## src/rtl/spsd_pkg.sv

```systemverilog
package spsd_pkg;

    localparam int TRACKERS   = 16;
    localparam int PORT_SLOTS = 16;

    localparam int TRK_W  = (TRACKERS > 1) ? $clog2(TRACKERS) : 1;
    localparam int PS_W   = (PORT_SLOTS > 1) ? $clog2(PORT_SLOTS) : 1;
    localparam int CNT_W  = ($clog2(PORT_SLOTS + 1) > 5) ? $clog2(PORT_SLOTS + 1) : 5;
    localparam int MEM_AW = TRK_W + PS_W;

    localparam logic [7:0]  FLAG_SYN     = 8'h02;
    localparam logic [7:0]  FLAG_ACK     = 8'h10;
    localparam logic [16:0] TCP_MIN_HDR  = 17'd20;
    localparam logic [21:0] WINDOW_RESET = 22'd10000;
    localparam logic [4:0]  THRESH_RESET = 5'd16;

    localparam logic REG_WINDOW = 1'b0;
    localparam logic REG_THRESH = 1'b1;

    typedef enum logic [2:0] {
        OUT_IGNORED = 3'd0,
        OUT_NEW     = 3'd1,
        OUT_KNOWN   = 3'd2,
        OUT_ADDED   = 3'd3,
        OUT_FULL    = 3'd4
    } outcome_t;

    typedef struct packed {
        logic [31:0] src_ip;
        logic [15:0] dst_port;
        logic [7:0]  tcp_flags;
        logic [5:0]  ip_header_bytes;
        logic [15:0] ip_total_length;
        logic [31:0] now_ms;
    } pkt_t;

    typedef struct packed {
        logic [2:0] outcome;
        logic       scan_alert;
        logic [3:0] tracker_index;
        logic [4:0] distinct_ports;
    } res_t;

    typedef enum logic [2:0] {
        ST_IDLE,
        ST_CHECK,
        ST_SCAN,
        ST_ALLOC,
        ST_PRD,
        ST_PCMP,
        ST_APPEND,
        ST_DONE
    } state_t;

    typedef struct packed {
        logic load;
        logic ignore;
        logic scan;
        logic alloc;
        logic port_rd;
        logic port_next;
        logic known;
        logic append;
        logic emit;
    } ctl_cmd_t;

    typedef struct packed {
        logic pkt_ok;
        logic match;
        logic scan_last;
        logic port_hit;
        logic port_last;
        logic out_free;
    } ctl_sts_t;

endpackage

```

## src/rtl/spsd_ctrl.sv

```systemverilog
module spsd_ctrl
    import spsd_pkg::*;
(
    input  logic     clk,
    input  logic     rst_n,
    input  logic     pkt_valid,
    output logic     pkt_ready,
    input  ctl_sts_t sts,
    output ctl_cmd_t cmd
);

    state_t state_reg;
    state_t state_next;

    always_ff @(posedge clk or negedge rst_n)
    begin
        if (!rst_n)
        begin
            state_reg <= ST_IDLE;
        end
        else
        begin
            state_reg <= state_next;
        end
    end

    always_comb
    begin
        state_next = state_reg;
        cmd        = '0;
        pkt_ready  = 1'b0;
        case (state_reg)
            ST_IDLE:
            begin
                pkt_ready = 1'b1;
                if (pkt_valid)
                begin
                    cmd.load   = 1'b1;
                    state_next = ST_CHECK;
                end
            end
            ST_CHECK:
            begin
                if (sts.pkt_ok)
                begin
                    state_next = ST_SCAN;
                end
                else
                begin
                    cmd.ignore = 1'b1;
                    state_next = ST_DONE;
                end
            end
            ST_SCAN:
            begin
                cmd.scan = 1'b1;
                if (sts.match)
                begin
                    state_next = ST_PRD;
                end
                else if (sts.scan_last)
                begin
                    state_next = ST_ALLOC;
                end
            end
            ST_ALLOC:
            begin
                cmd.alloc  = 1'b1;
                state_next = ST_DONE;
            end
            ST_PRD:
            begin
                cmd.port_rd = 1'b1;
                state_next  = ST_PCMP;
            end
            ST_PCMP:
            begin
                if (sts.port_hit)
                begin
                    cmd.known  = 1'b1;
                    state_next = ST_DONE;
                end
                else if (sts.port_last)
                begin
                    state_next = ST_APPEND;
                end
                else
                begin
                    cmd.port_next = 1'b1;
                    state_next    = ST_PRD;
                end
            end
            ST_APPEND:
            begin
                cmd.append = 1'b1;
                state_next = ST_DONE;
            end
            ST_DONE:
            begin
                if (sts.out_free)
                begin
                    cmd.emit   = 1'b1;
                    state_next = ST_IDLE;
                end
            end
            default:
            begin
                state_next = ST_IDLE;
            end
        endcase
    end

endmodule

```

## config.mk

```make
export PLATFORM = sky130hd
export DESIGN_NAME = spsd_ctrl
export DESIGN_NICKNAME = d
export VERILOG_FILES = /design/src/rtl/spsd_pkg.sv /design/src/rtl/spsd_ctrl.sv
export SDC_FILE = /design/constraint.sdc
export NUM_CORES = 1
export LEC_CHECK = 0
export ABC_AREA = 1
export BUFFER_PORTS_ARGS = -buffer_cell sky130_fd_sc_hd__buf_4
export CAP_MARGIN = 0
export CORE_AREA = 2 2 39 41
export DETAILED_ROUTE_END_ITERATION = 10
export DIE_AREA = 0 0 41 43
export PLACE_DENSITY = 0.53
export SLEW_MARGIN = 20
export SYNTH_ARGS = -nofsm -noshare
export SYNTH_HDL_FRONTEND = slang
export SYNTH_SLANG_ARGS = --single-unit
```

## constraint.sdc

```tcl
create_clock -name clk -period 1.1 [get_ports clk]
set_input_delay 0.11 -clock clk [delete_from_list [all_inputs] [get_ports clk]]
set_output_delay 0.11 -clock clk [all_outputs]
set_load 0.01 [all_outputs]
```

==> results.toml, run 1 <==
[outcome]
outcome = "finished, violations left"
failed_checks = "setup timing"

[place]
io_buffers = 18
routabilityCongestion = 0.856
place_ws_ns = -0.0448
dp.cells = 91
place_hpwl_um = 661

[floorplanning]
fp.coreArea_um2 = 1380
fp.dieH_um = 43
io_pins = 19
die_w_um = 41
rows = 14
die-area_um2 = 1760
start_util = 0.226

[min_path]
hold_path_depth = 3
hold_start = "sts[4]"
min_to = "state_reg[2]"
min_path_type = "input pin to register"

[cts]
numCtsBuffers = 3
cts_root_buffer = "clkbuf_4"
max-clock-path-buffers = 2
clkSlewWorstSetupHoldPaths_ns = 0.04
clk_latency_ns = 0.24
clock_sinks = 3
htree_levels = 1
cts_tree = "yes"

[detailed_routing]
vias = 439
vias_per_cell = 4.22
ant_nets = 0
wirelength_um = 987
drc = 0
drtIter0Drc = 6
dr.pass1.iters = 4
wl_per_cell_um = 9.49

[pwr]
leakage_nw = 0.368
ir_worst_vdd_mv = 1.18
power.density_nw_per_um2 = 2750
p_total_mw = 1.90

[final_layout]
largest_reg_flops = 3
antenna_cells = 0
instances_no_fill = 104
drive_gt1_frac = 0.636
area_delta_synth_final_pct = 121
layout.nets = 98

[sta]
max_freq_mhz = 776
rsz0062_at_grt = "true"
hold_violations = 0
setup_viol = 13
finalCriticalPeriod_ns = 1.29
finalClockSkew_ns = 0.00364
max_slew_margin = 0.843
setup_ws_ns = -0.189
worst_slew_pin_slew_ns = 0.233
post-route-period-util = 1.17
finalSetupTns_ns = -1.68
drv_slew = 0

[yosys]
synth_seq_cells = 3
synth_nets = 61
synth_top_area_frac = 0.240
synth_area_leaders = "dfrtp_1 24%, nand2_1 12%, inv_1 11%"
synth.largest_area_cell = "dfrtp_1"
yosysUniqueCellTypes = 18
synthCells = 52
yosysWarnings = 0
synth_area_per_cell_um2 = 6.02
synth_area_um2 = 313
yosysSeqAreaShare = 0.240

[setup_path]
crit_buf_inv = 1
cp.arrival_ns = 1.18
crit_chain = "nor2_4 > nand2_2 > nor3_2 > buf_4"
r2r_start = "state_reg[2]"
slowest_stage = "dfrtp_2"
start_kind = "register"
r2r_end = "state_reg[0]"
critPathTopFamily = "flip-flops"
critPathMaxStageDelay_ns = 0.44
end_kind = "primary output"
r2r_cells = 7
critPathRequiredTime_ns = 0.99
crit_fanout = 5
path_class = "register to primary output"
rrSetupSlack_ns = -0.08

[job]
drv_cap = 0

[global_routing]
grt_pass1_vias = 374
grt_pass1_wl_um = 1480
grt_max_degree = 8
antenna_found_initial = 0
grt_overflow = 0
track_usage = 0.129
==> cell usage after synthesis <==
master    number
inv_1          9
nor2_4         1
nor2_1         8
buf_4          1
o21ai_0        1
nand2_1       10
inv_2          3
nand4_1        2
dfrtp_1        3
nand3_2        2
nand3_1        3
nor4_1         1
nor3_1         3
o21ai_2        1
nor2_2         1
o21ai_1        1
a21oi_1        1
o211ai_1       1
==> power by group <==
group	switching [mW]	internal, mW	total (mW)
clock network	0.0610	0.136	0.197
registers	0.0801	0.178	0.258
logic	0.713	0.731	1.44
total	0.854	1.04	1.90
==> cell type report <==
cell class | count | area, um2
fillers | 138 | 693
repair buffers | 33 | 280
multi-input cells | 36 | 238
flip-flops and latches | 3 | 76.3
inverters | 12 | 50.0
clock buffers | 4 | 26.3
well taps | 16 | 20.0
==> worst register-to-register path, cell delays in order (launching register included) <==
cell and delay [ns]:
dfrtp_1 0.42, inv_4 0.12, buf_6 0.11, nand3_4 0.08, nor3_2 0.13, nor2_1 0.08, nand2_1 0.07, nand2_1 0.05
==> what timing repair did <==
action / 4_1_cts / 5_1_grt
setup endpoints to repair: 12 / 13
buffers inserted: 7 / 1
hold buffers: 1 / 0
resized for setup: 8 / 17
pin swaps: 6 / 6
hold endpoints to repair: 3 / 0
==> logic make-up (layout without fill, tap and decap cells) <==
group,Yosys count,count (layout),synth area share
flops,3,3,0.240
simple gates,31,31,0.492
buf+inv,13,49,0.168
compound gates,5,5,0.100
==> metal layers <==
metal  vias to the layer above  part of all wire  GRT usage  routed length [um]
li1                        236                 -          -                   -
met1                       181              0.45      0.175                 443
met2                        20              0.46      0.166                 452
met3                         2             0.080     0.0314                  79
met4                         0             0.010      0.100                  10
met5                         -                 0          0                   0
==> metrics by stage <==
step	util	hold WS (ns)	instance area, um2
4_1_cts	0.451	0.146	624
3_3_place_gp	0.369	-0.101	510
5_1_grt	0.499	0.175	691
6_report	0.499	0.156	691
2_1_floorplan	-	-0.186	318
3_5_place_dp	0.369	-0.101	510
==> placed cells by master (no fill, tap or decap), types with 2 or more instances in the layout <==
| master | Yosys | routed |
|---|---|---|
| buf_4 | 1 | 24 |
| buf_6 | 0 | 8 |
| clkbuf_4 | 0 | 3 |
| dfrtp_1 | 3 | 2 |
| inv_1 | 9 | 7 |
| inv_2 | 3 | 3 |
| inv_4 | 0 | 2 |
| nand2_1 | 10 | 8 |
| nand2_2 | 0 | 2 |
| nand3_2 | 2 | 3 |
| nand4_1 | 2 | 2 |
| nor2_1 | 8 | 4 |
| nor2_2 | 1 | 3 |
| nor2_4 | 1 | 3 |
| nor3_2 | 0 | 2 |
==> worst max path at each step <==
stage | cells after the start | start | endpoint
after detailed placement | 6 | state_reg[1] | state_reg[0]
after global routing | 4 | state_reg[1] | cmd[3]
after global placement | 6 | state_reg[1] | state_reg[0]
after CTS | 5 | state_reg[0] | cmd[3]
after floorplan | 8 | state_reg[1] | state_reg[0]
final | 4 | state_reg[1] | cmd[3]
(Power assumes the default switching activity.)
==> run 2, diff against run 1 <==
--- a/config.mk
+++ b/config.mk
@@ -6,5 +6,4 @@
 export NUM_CORES = 1
 export LEC_CHECK = 0
-export ABC_AREA = 1
 export BUFFER_PORTS_ARGS = -buffer_cell sky130_fd_sc_hd__buf_4
 export CAP_MARGIN = 0
@@ -12,5 +11,6 @@
 export DETAILED_ROUTE_END_ITERATION = 10
 export DIE_AREA = 0 0 41 43
-export PLACE_DENSITY = 0.53
+export GPL_ROUTABILITY_DRIVEN = 0
+export PLACE_DENSITY = 0.51
 export SLEW_MARGIN = 20
 export SYNTH_ARGS = -nofsm -noshare
==> constraint.sdc (replaced) <==
create_clock -name clk -period 1.1 [get_ports clk]
set_input_delay 0.11 -clock clk [delete_from_list [all_inputs] [get_ports clk]]
set_output_delay 0.11 -clock clk [all_outputs]
set_load 0.005 [all_outputs]
==> run 2 against run 1 <==
Against the previous run: the run still ends with setup timing left; final cell count shrank 16%; sequential cell count is the same; register-to-register slack lost 0.08 ns; clock power shrank 6%; critical path type unchanged.
==> results.toml, run 2 <==
[floorplanning]
die_w_um = 41
fp.coreArea_um2 = 1380
fp.dieH_um = 43
io_pins = 19
start_util = 0.213
rows = 14
die-area_um2 = 1760

[setup_path]
start_kind = "register"
rrSetupSlack_ns = -0.16
end_kind = "primary output"
path_class = "register to primary output"
cp.arrival_ns = 1.23
crit_fanout = 6
r2r_start = "state_reg[0]"
critPathRequiredTime_ns = 0.99
r2r_end = "state_reg[0]"
r2r_cells = 5

[detailed_routing]
ant_nets = 0
vias = 388
wirelength_um = 960
vias_per_cell = 4.46
dr.pass1.iters = 1
wl_per_cell_um = 11.0
drc = 0
drtIter0Drc = 0

[cts]
clk_latency_ns = 0.23
clock_sinks = 3
clkSlewWorstSetupHoldPaths_ns = 0.04
max-clock-path-buffers = 2
cts_tree = "yes"
htree_levels = 1
cts_root_buffer = "clkbuf_4"
numCtsBuffers = 3

[yosys]
synth_area_per_cell_um2 = 7.57
synth_seq_cells = 3
synth.largest_area_cell = "dfrtp_1"
yosysWarnings = 0
yosysMostFrequentCell = "nor2_1"
synthTopCellsByCount = "5 x nor2_1, 4 x a21oi_1, 4 x nor3b_1"
synth_top_area_frac = 0.254
synthCells = 39
synth_nets = 48
synth_area_leaders = "dfrtp_1 25%, nor3b_1 10%, a21oi_1 6.8%"
synth_top_flop_cell = "dfrtp_1"
yosysSeqAreaShare = 0.254
synth_area_um2 = 295
synth_edf_count = 0
yosysUniqueCellTypes = 22
ys_async_sr_fraction = 1.00

[final_layout]
area_delta_synth_final_pct = 117
mostFrequentLayoutCells = "22 x buf_4, 8 x buf_6, 5 x nor2_1"
fin_util = 0.464
drive_gt1_frac = 0.592
antenna_cells = 0
final_common_cell = "buf_4"
layout.nets = 81
largest_reg_flops = 3
num-fill-cells = 146

[sta]
rsz0062_at_grt = "true"
max_slew_margin = 0.817
drv_slew = 0
setup_viol = 12
finalCriticalPeriod_ns = 1.34
setup_ws_ns = -0.243
worst_slew_pin_slew_ns = 0.272
finalClockSkew_ns = 0.00295
max_freq_mhz = 745
post-route-period-util = 1.22
hold_violations = 0

[place]
place_hpwl_um = 598
place_ws_ns = -0.148
io_buffers = 18

[pwr]
leakage_nw = 0.298
ir_worst_vdd_mv = 0.835
power.density_nw_per_um2 = 2370

[global_routing]
grt_overflow = 0
grt_max_degree = 8
track_usage = 0.142
antenna_found_initial = 0
grt_pass1_vias = 382
grt_pass1_wl_um = 1700

[job]
drv_cap = 0

[outcome]
failed_checks = "setup timing"
outcome = "finished, violations left"

[min_path]
min_path_type = "input pin to async pin"
[run 2: cell count changes in the layout (fill, tap and decap cells not counted), moves of 3 or more]
cell	change
a21oi_1	+3
inv_1	-7
inv_2	-3
nand2_1	-6
nand3_2	-3
nor2_2	-3
nor2_4	-3
nor3b_1	+3
[run 2: how the worst max path moves through the flow]
stage                            start  cells after the start  slack [ns]           end
after floorplan           state_reg[0]                      4        0.02  state_reg[0]
after global placement    state_reg[0]                      4       -0.19  state_reg[0]
after detailed placement  state_reg[0]                      4       -0.15  state_reg[0]
after CTS                 state_reg[0]                      4       -0.23        cmd[8]
after global routing      state_reg[0]                      4       -0.30        cmd[8]
final                     state_reg[0]                      4       -0.24        cmd[8]
[run 2: what timing repair did]
action / CTS / global route
pin swaps: 6 / 1
hold buffers: 1 / 0
setup endpoints to repair: 12 / 13
buffers inserted: 6 / 0
gates cloned: 0 / 0
hold endpoints to repair: 3 / 0
resized for setup: 17 / 2
[run 2: worst max-delay path, stage by stage, from the launching register on]
cell and delay (ns):
dfrtp_2 0.42, buf_6 0.14, nor3_4 0.19, and2_4 0.17, buf_6 0.08
[run 2: power breakdown]
group | internal [mW] | switching, mW
Clock | 0.135 | 0.0497
Combinational | 0.617 | 0.463
Sequential | 0.175 | 0.0789
Total | 0.927 | 0.592
[run 2: layout make-up]
cell class / count / area [um2] / share of cell area
Clock buffer: 4 / 26.3 / 0.0409
Timing Repair Buffer: 31 / 265 / 0.413
Sequential cell: 3 / 78.8 / 0.123
Tap cell: 16 / 20.0 / 0.0312
Multi-Input combinational cell: 33 / 251 / 0.392
[run 2: layer usage]
layer | vias up | wire, um | GRT usage
met5 | - | 0 | 0
met4 | 0 | 0 | 0.0400
met3 | 0 | 58 | 0.0314
met2 | 12 | 480 | 0.209
met1 | 170 | 421 | 0.202
li1 | 206 | - | -
[run 2: cell families (layout without fill, tap and decap cells)]
group,Yosys count,after routing,share of synthesized area
buffers and inverters,3,35,0.0593
AO/OA/AOI/OAI,8,8,0.148
AND/OR/NAND/NOR,25,25,0.538
flip-flops,3,3,0.254
[run 2: stage by stage]
step	area [um2]	cells	hold slack [ns]	setup TNS, ns	power [mW]
after floorplan	295	39	-0.186	0	0.659
after global placement	478	76	-0.100	-0.491	0.988
after detailed placement	478	76	-0.101	-0.450	0.982
after CTS	636	87	0.165	-1.83	1.51
after global routing	642	87	0.208	-2.80	1.68
final	642	87	0.206	-1.81	1.52
